$ cat src/design/ufp_pkg.sv
// Shared types, character constants and the hex digit helper for the
// form-urlencoded parser. No dependencies.
package ufp_pkg;

  localparam logic [7:0] CH_NUL   = 8'h00;
  localparam logic [7:0] CH_AMP   = 8'h26;
  localparam logic [7:0] CH_EQ    = 8'h3D;
  localparam logic [7:0] CH_PLUS  = 8'h2B;
  localparam logic [7:0] CH_PCT   = 8'h25;
  localparam logic [7:0] CH_CR    = 8'h0D;
  localparam logic [7:0] CH_SPACE = 8'h20;

  typedef enum logic [1:0] {
    MODE_NAME  = 2'd0,
    MODE_VALUE = 2'd1,
    MODE_HEX1  = 2'd2,
    MODE_HEX2  = 2'd3
  } mode_t;

  typedef enum logic [2:0] {
    KIND_NAME_BYTE    = 3'd0,
    KIND_NAME_DISCARD = 3'd1,
    KIND_NAME_DONE    = 3'd2,
    KIND_VALUE_BYTE   = 3'd3,
    KIND_PAIR_END     = 3'd4,
    KIND_FORM_END     = 3'd5
  } kind_t;

  typedef enum logic [2:0] {
    CLS_END   = 3'd0,
    CLS_AMP   = 3'd1,
    CLS_EQ    = 3'd2,
    CLS_PLUS  = 3'd3,
    CLS_PCT   = 3'd4,
    CLS_CR    = 3'd5,
    CLS_OTHER = 3'd6
  } cls_t;

  // One classified input byte as it sits in the queue.
  typedef struct packed {
    cls_t       cls;
    logic [3:0] nibble;
    logic [7:0] raw;
  } item_t;

  // Lenient hex digit: anything that is not a hex character reads as 0.
  function automatic logic [3:0] hex_value(input logic [7:0] c);
    logic [3:0] v;
    v = 4'd0;
    if (c >= 8'h30 && c <= 8'h39) begin
      v = c[3:0];
    end else if ((c >= 8'h61 && c <= 8'h66) || (c >= 8'h41 && c <= 8'h46)) begin
      v = c[3:0] + 4'd9;
    end
    return v;
  endfunction

endpackage

$ cat src/design/urlencoded_form_parser.sv
// Top level of the form-urlencoded parser: front classifier, queue, back
// parser. Depends on ufp_pkg, ufp_front, ufp_queue and ufp_back.
//
// Takes one byte of a form body per beat and returns at most one token per
// byte: name bytes, name discarded, name complete, decoded value bytes,
// pair end and form end (a zero byte, which also returns to name mode).
// '+' in a value decodes to a space, %xx decodes leniently (non-hex digits
// read as 0), and carriage returns in values are dropped. Throughput is one
// byte per clock while the output is not stalled. An accepted byte passes
// through the queue stage and then the output register of the back end
// before its token can be taken. The front end classifies each byte and
// fills a QUEUE_DEPTH-entry register queue; the back end runs the mode
// machine and pops one entry per clock whenever its output register is
// empty or being taken. A byte that yields no token (a '%', the first
// escape digit, a dropped carriage return) still takes a pop from the
// queue. in_stall rises only when the queue is full, so a stalled output
// absorbs QUEUE_DEPTH more bytes.
module urlencoded_form_parser #(
  parameter int QUEUE_DEPTH = 2
) (
  input  logic       clk,
  input  logic       rst,
  input  logic       in_valid,
  output logic       in_stall,
  input  logic [7:0] in_byte,
  output logic       out_valid,
  input  logic       out_stall,
  output logic [2:0] token_kind,
  output logic [7:0] token_byte
);
  import ufp_pkg::*;

  logic  push;
  item_t push_item;
  logic  q_full;
  logic  pop;
  logic  q_valid;
  item_t q_item;

  // Classify and accept.
  ufp_front u_front (
    .in_valid  (in_valid),
    .in_stall  (in_stall),
    .in_byte   (in_byte),
    .push      (push),
    .push_item (push_item),
    .q_full    (q_full)
  );

  // Decouples input acceptance from output stalls.
  ufp_queue #(
    .DEPTH (QUEUE_DEPTH)
  ) u_queue (
    .clk       (clk),
    .rst       (rst),
    .push      (push),
    .push_item (push_item),
    .full      (q_full),
    .pop       (pop),
    .q_valid   (q_valid),
    .q_item    (q_item)
  );

  // Mode machine, escape decode and output register.
  ufp_back u_back (
    .clk        (clk),
    .rst        (rst),
    .q_valid    (q_valid),
    .q_item     (q_item),
    .pop        (pop),
    .out_valid  (out_valid),
    .out_stall  (out_stall),
    .token_kind (token_kind),
    .token_byte (token_byte)
  );

endmodule

$ cat src/design/ufp_front.sv
// Front end: accepts input beats and classifies each byte.
// Depends on ufp_pkg.
module ufp_front (
  input  logic          in_valid,
  output logic          in_stall,
  input  logic [7:0]    in_byte,
  output logic          push,
  output ufp_pkg::item_t push_item,
  input  logic          q_full
);
  import ufp_pkg::*;

  cls_t cls;

  always_comb begin
    case (in_byte)
      CH_NUL:  cls = CLS_END;
      CH_AMP:  cls = CLS_AMP;
      CH_EQ:   cls = CLS_EQ;
      CH_PLUS: cls = CLS_PLUS;
      CH_PCT:  cls = CLS_PCT;
      CH_CR:   cls = CLS_CR;
      default: cls = CLS_OTHER;
    endcase
  end

  assign in_stall         = q_full;
  assign push             = in_valid && !q_full;
  assign push_item.cls    = cls;
  assign push_item.nibble = hex_value(in_byte);
  assign push_item.raw    = in_byte;

endmodule

$ cat src/design/ufp_queue.sv
// Short register FIFO of classified bytes between front and back.
// Depends on ufp_pkg.
module ufp_queue #(
  parameter int DEPTH = 2
) (
  input  logic           clk,
  input  logic           rst,
  input  logic           push,
  input  ufp_pkg::item_t push_item,
  output logic           full,
  input  logic           pop,
  output logic           q_valid,
  output ufp_pkg::item_t q_item
);
  import ufp_pkg::*;

  localparam int IW = $clog2(DEPTH);
  localparam int CW = $clog2(DEPTH + 1);
  localparam logic [IW-1:0] LAST = IW'(DEPTH - 1);
  localparam logic [CW-1:0] FULL_COUNT = CW'(DEPTH);

  item_t         slots [DEPTH];
  logic [IW-1:0] wr_ptr;
  logic [IW-1:0] rd_ptr;
  logic [CW-1:0] count;

  assign full    = (count == FULL_COUNT);
  assign q_valid = (count != '0);
  assign q_item  = slots[rd_ptr];

  always_ff @(posedge clk) begin
    if (push) begin
      slots[wr_ptr] <= push_item;
    end
  end

  always_ff @(posedge clk) begin
    if (rst) begin
      wr_ptr <= '0;
      rd_ptr <= '0;
      count  <= '0;
    end else begin
      if (push) begin
        wr_ptr <= (wr_ptr == LAST) ? '0 : wr_ptr + 1'b1;
      end
      if (pop) begin
        rd_ptr <= (rd_ptr == LAST) ? '0 : rd_ptr + 1'b1;
      end
      if (push && !pop) begin
        count <= count + 1'b1;
      end else if (pop && !push) begin
        count <= count - 1'b1;
      end
    end
  end

endmodule

$ cat src/design/ufp_back.sv
// Back end: parse mode machine and the registered token output.
// Depends on ufp_pkg.
module ufp_back (
  input  logic           clk,
  input  logic           rst,
  input  logic           q_valid,
  input  ufp_pkg::item_t q_item,
  output logic           pop,
  output logic           out_valid,
  input  logic           out_stall,
  output logic [2:0]     token_kind,
  output logic [7:0]     token_byte
);
  import ufp_pkg::*;

  mode_t      mode;
  mode_t      mode_next;
  logic [3:0] high_nibble;
  logic [3:0] high_nibble_next;
  logic       emit;
  kind_t      emit_kind;
  logic [7:0] emit_byte;
  logic [7:0] decoded;
  logic       out_free;

  assign out_free = !out_valid || !out_stall;
  assign pop      = q_valid && out_free;
  assign decoded  = {high_nibble, q_item.nibble};

  // Next mode and held nibble.
  always_comb begin
    mode_next        = mode;
    high_nibble_next = high_nibble;
    if (q_item.cls == CLS_END) begin
      mode_next        = MODE_NAME;
      high_nibble_next = 4'd0;
    end else begin
      case (mode)
        MODE_NAME: begin
          if (q_item.cls == CLS_EQ) mode_next = MODE_VALUE;
        end
        MODE_VALUE: begin
          if (q_item.cls == CLS_AMP) begin
            mode_next = MODE_NAME;
          end else if (q_item.cls == CLS_PCT) begin
            mode_next = MODE_HEX1;
          end
        end
        MODE_HEX1: begin
          high_nibble_next = q_item.nibble;
          mode_next        = MODE_HEX2;
        end
        MODE_HEX2: mode_next = MODE_VALUE;
        default:   mode_next = MODE_NAME;
      endcase
    end
  end

  // Token for the current byte, if any.
  always_comb begin
    emit      = 1'b0;
    emit_kind = KIND_FORM_END;
    emit_byte = 8'd0;
    if (q_item.cls == CLS_END) begin
      emit = 1'b1;
    end else begin
      case (mode)
        MODE_NAME: begin
          emit = 1'b1;
          if (q_item.cls == CLS_AMP) begin
            emit_kind = KIND_NAME_DISCARD;
          end else if (q_item.cls == CLS_EQ) begin
            emit_kind = KIND_NAME_DONE;
          end else begin
            emit_kind = KIND_NAME_BYTE;
            emit_byte = q_item.raw;
          end
        end
        MODE_VALUE: begin
          if (q_item.cls == CLS_AMP) begin
            emit      = 1'b1;
            emit_kind = KIND_PAIR_END;
          end else if (q_item.cls == CLS_PLUS) begin
            emit      = 1'b1;
            emit_kind = KIND_VALUE_BYTE;
            emit_byte = CH_SPACE;
          end else if (q_item.cls != CLS_PCT && q_item.cls != CLS_CR) begin
            emit      = 1'b1;
            emit_kind = KIND_VALUE_BYTE;
            emit_byte = q_item.raw;
          end
        end
        MODE_HEX1: emit = 1'b0;
        MODE_HEX2: begin
          emit      = (decoded != CH_CR);
          emit_kind = KIND_VALUE_BYTE;
          emit_byte = decoded;
        end
        default: emit = 1'b0;
      endcase
    end
  end

  always_ff @(posedge clk) begin
    if (rst) begin
      mode        <= MODE_NAME;
      high_nibble <= 4'd0;
      out_valid   <= 1'b0;
    end else begin
      if (pop) begin
        mode        <= mode_next;
        high_nibble <= high_nibble_next;
      end
      if (out_free) begin
        out_valid <= pop && emit;
      end
    end
  end

  always_ff @(posedge clk) begin
    if (pop && emit) begin
      token_kind <= emit_kind;
      token_byte <= emit_byte;
    end
  end

endmodule
$ cat config.mk
export PLATFORM = sky130hd
export DESIGN_NAME = urlencoded_form_parser
export DESIGN_NICKNAME = d
export VERILOG_FILES = /design/src/design/ufp_pkg.sv /design/src/design/urlencoded_form_parser.sv /design/src/design/ufp_front.sv /design/src/design/ufp_queue.sv /design/src/design/ufp_back.sv
export SDC_FILE = /design/constraint.sdc
export NUM_CORES = 1
export LEC_CHECK = 0
export BUFFER_PORTS_ARGS = -buffer_cell sky130_fd_sc_hd__buf_2
export CORE_UTILIZATION = 55
export CTS_CLUSTER_DIAMETER = 30
export DETAILED_ROUTE_END_ITERATION = 12
export PLACE_DENSITY = 0.85
export SYNTH_ARGS = -nofsm -noshare
export SYNTH_HDL_FRONTEND = slang
export SYNTH_SLANG_ARGS = --single-unit
$ cat constraint.sdc
create_clock -name clk -period 2.6 [get_ports clk]
set_input_delay 0.65 -clock clk [delete_from_list [all_inputs] [get_ports clk]]
set_output_delay 0.65 -clock clk [all_outputs]
set_load 0.02 [all_outputs]
==> metrics.md <==
| Metric | Value |
|---|---|
| Initial Util | `57.6%` |
| Synth Net Count | `251` |
| Critical Path Fanout Max | `23` |
| Post-synth EDFFs | `41` |
| Yosys top cell by area | `edfxtp_1` |
| HPWL Detailed | `3770 um` |
| Routed Wire Length | `5280 um` |
| Critical path class | `flop to flop` |
| CTS H-Tree Depth | `2` |
| Antenna Diode Count | `0` |
| CTS Sinks | `53` |
| Initial antenna violation count | `0` |
| Global placement routability congestion | `0.953` |
| Max Cap Viol | `0` |
| Worst clock skew | `0.00905 ns` |
| Cell count after synthesis | `230` |
| Fin crit share | `93.5%` |
| Peak Freq | `0.412 GHz` |
| Die width | `72.8 um` |
| Crit path largest cell delay | `0.82 ns` |
| Die area | `5300 sq um` |
| P_leak | `0.00110 uW` |
| Ports | `25` |
| Worst Path Required | `2.54 ns` |
| Vias in the first global route | `1835` |
| Synth top area share | `44.6%` |
| ANT nets after route | `0` |
| Clock power share | `18.0%` |
| Peak VDD IR | `0.321 mV` |
| Share of layout cells above drive strength 1 | `24.4%` |
| Drt drc | `0` |
| Hold Vio Cnt, Final | `0` |
| Register area share after synthesis | `53.4%` |
| CP max-delay cell | `a21oi_1` |
| Post-cts sizing count | `0` |
| Worst-skew pair later-pin latency | `0.31 ns` |
| Root buf cell | `clkbuf_8` |
| TNS Setup | `0 ns` |
| Rows | `25` |
| Crit-path cells | `buf_12 -> mux2_2 -> o21ai_1 -> a21oi_1 -> a21oi_1` |
| Flip-flop and latch count after synthesis | `53` |
| Buf/Inv on CP | `1` |
| Slew @ Worst Pin | `1.03 ns` |
| Status | `finished, final reports clean` |
| Headroom to the max-slew limit | `31.0%` |
| Clk buf depth | `2` |
| Pwr/cell area | `865 nW/um^2` |
| CTS tree | `built` |
| Largest net degree at the start of global routing | `24` |
| First-pass GRT wire length | `8690 um` |
| Most frequent CP cell | `a21oi_1` |
| Synth top area cells | `edfxtp_1 45%, dfxtp_1 8.7%, mux2_2 5.3%, ha_1 4.1%, o211ai_1 2.7%` |
| Hold Path Origin | `u_back.mode[0]` |
| Port bufs | `24` |
| Layout area overhead | `12.0%` |
| Switch Pwr | `930 uW` |
| Worst min-delay path class | `flop to flop` |
| Clock transition at path regs | `0.10 ns` |
| Wire length per cell | `16.1 um` |
| CTS Buf Count | `5` |
| Arr. time, crit path | `2.37 ns` |
| Distinct cells, synth | `51` |
| Sw Ratio | `34.8%` |
| Ys async rst share | `0%` |
| Total GRT Usage | `22.0%` |
| Die H | `72.8 um` |
| Total gr overflow | `0` |
| Sequential share of power | `45.6%` |
| NumNets Final | `282` |
| Avg Cell Area, Syn | `12.0 sq um` |
| Total design power | `2670 uW` |
| First-pass iteration count of the detailed router | `4` |
| Yosys warns | `0` |
| Filler cells | `380` |
| Core area | `4790 sq um` |
| Slew Viols, Final | `0` |
| Unrepaired setup endpoints after global routing | `no` |
| DRT iter0 DRCs | `345` |
| Comb pwr share | `36.4%` |
| Via density | `6.07` |
| CP endpoint kind | `flop` |
| CP Launch Type | `flop` |
| DR vias | `1998` |
| Top_reg_cell synth | `edfxtp_1` |
| Reg2reg setup slack | `0.17 ns` |
| Post-CTS setup buffer count | `0` |
| Final setup vio count | `0` |
| Top Family by Delay on Critical Path | `compound AO/OA/AOI/OAI gates` |
| Fin crit period | `2.43 ns` |
| Int Pwr | `1740 uW` |
| Post-Syn Area | `2760 sq um` |
| Hold buffer count at CTS | `0` |
## per-stage QoR
step / instances / worst slack, ns / hold WS (ns) / area [sq um] / utilization, %
final: 329 / 0.170 / 0.524 / 3090 / 64.5
after global routing: 329 / 0.0120 / 0.552 / 3090 / 64.5
after CTS: 329 / 0.148 / 0.529 / 3090 / 64.5
after detailed placement: 321 / 0.139 / 0.514 / 2990 / 62.6
after global placement: 321 / 0.231 / 0.485 / 2990 / 62.6
after floorplan: 230 / 0.408 / 0.472 / 2760 / -
## power by group through the flow
stage	Clock (uW)	Sequential, uW	Combinational, uW
finish	482	1220	972
global route	522	1240	1060
CTS	487	1220	971
detailed placement	0	1240	965
global placement	0	1230	943
floorplan	0	1340	589
## path summary, 6_finish.rpt
path	endpoint	depth (start not counted)
setup reg to reg	u_back.token_byte[0]	5
setup / recovery	u_back.token_byte[0]	5
hold / removal	u_back.mode[0]	2
hold reg to reg	u_back.mode[0]	2
## cells by family after synthesis
kind of cell | count (synthesis) | synth area share [%]
AO/OA/AOI/OAI | 64 | 16.3
AND/OR/NAND/NOR | 58 | 11.3
buffers and inverters | 18 | 2.81
adder cells (fa/ha/maj) | 9 | 4.08
XOR/XNOR | 5 | 1.86
multiplexers | 23 | 10.3
flip-flops | 53 | 53.4
## area by class of cell
cell class	instances	area, sq um	area share, %
sequential	53	1470	47.6
multi-input combinational	159	1210	39.1
timing repair buffer	32	193	6.24
tap	67	83.8	2.71
clock buffer	5	68.8	2.23
inverter	10	37.5	1.22
clock inverter	3	25.0	0.810
## sequential cells by signal, summed over array words and instances (netlist names), named ones only
register / flops
u_queue.slots: 30
u_back.token_byte: 8
u_back.high_nibble: 4
u_back.token_kind: 3
u_back.mode: 2
u_queue.count: 2
u_back.out_valid: 1
u_queue.rd_ptr: 1
u_queue.wr_ptr: 1
## tightest hold or removal path: stages, from the launching register on
cell	delay, ns
dfxtp_1	0.35
nand2b_1	0.08
mux2i_1	0.05
## cells in the final DEF, fill, tap and decap left out, types with 3 or more instances in the layout
cell type / instances
xor2_1: 4
or3_1: 3
edfxtp_1: 41
o21ai_0: 8
ha_1: 9
nand2b_1: 4
nor3_1: 3
mux2_2: 13
nor4_1: 4
a21oi_1: 14
buf_4: 7
a22oi_1: 4
o211ai_1: 10
clkbuf_8: 5
buf_2: 24
a32oi_1: 7
mux2i_1: 5
nor2_1: 14
a31oi_1: 5
inv_1: 10
nand2_1: 13
dfxtp_1: 12
## metal layers
layer,up-vias,global-route usage (%),share of wire (%)
met5,-,0,0
met4,0,10.2,2.2
met2,76,35.3,49
met1,952,28.1,44
met3,13,5.52,5.1
li1,957,-,-
## Yosys cell counts, drive strengths merged, types with 5 or more instances
master  count
nand2      13
mux2       14
inv        10
clkbuf      5
a31oi       5
o211ai     10
edfxtp     41
nor2       14
a21oi      14
mux2i       9
dfxtp      12
o21ai      10
a32oi       7
ha          9
Power figures use the tool's default switching activity.
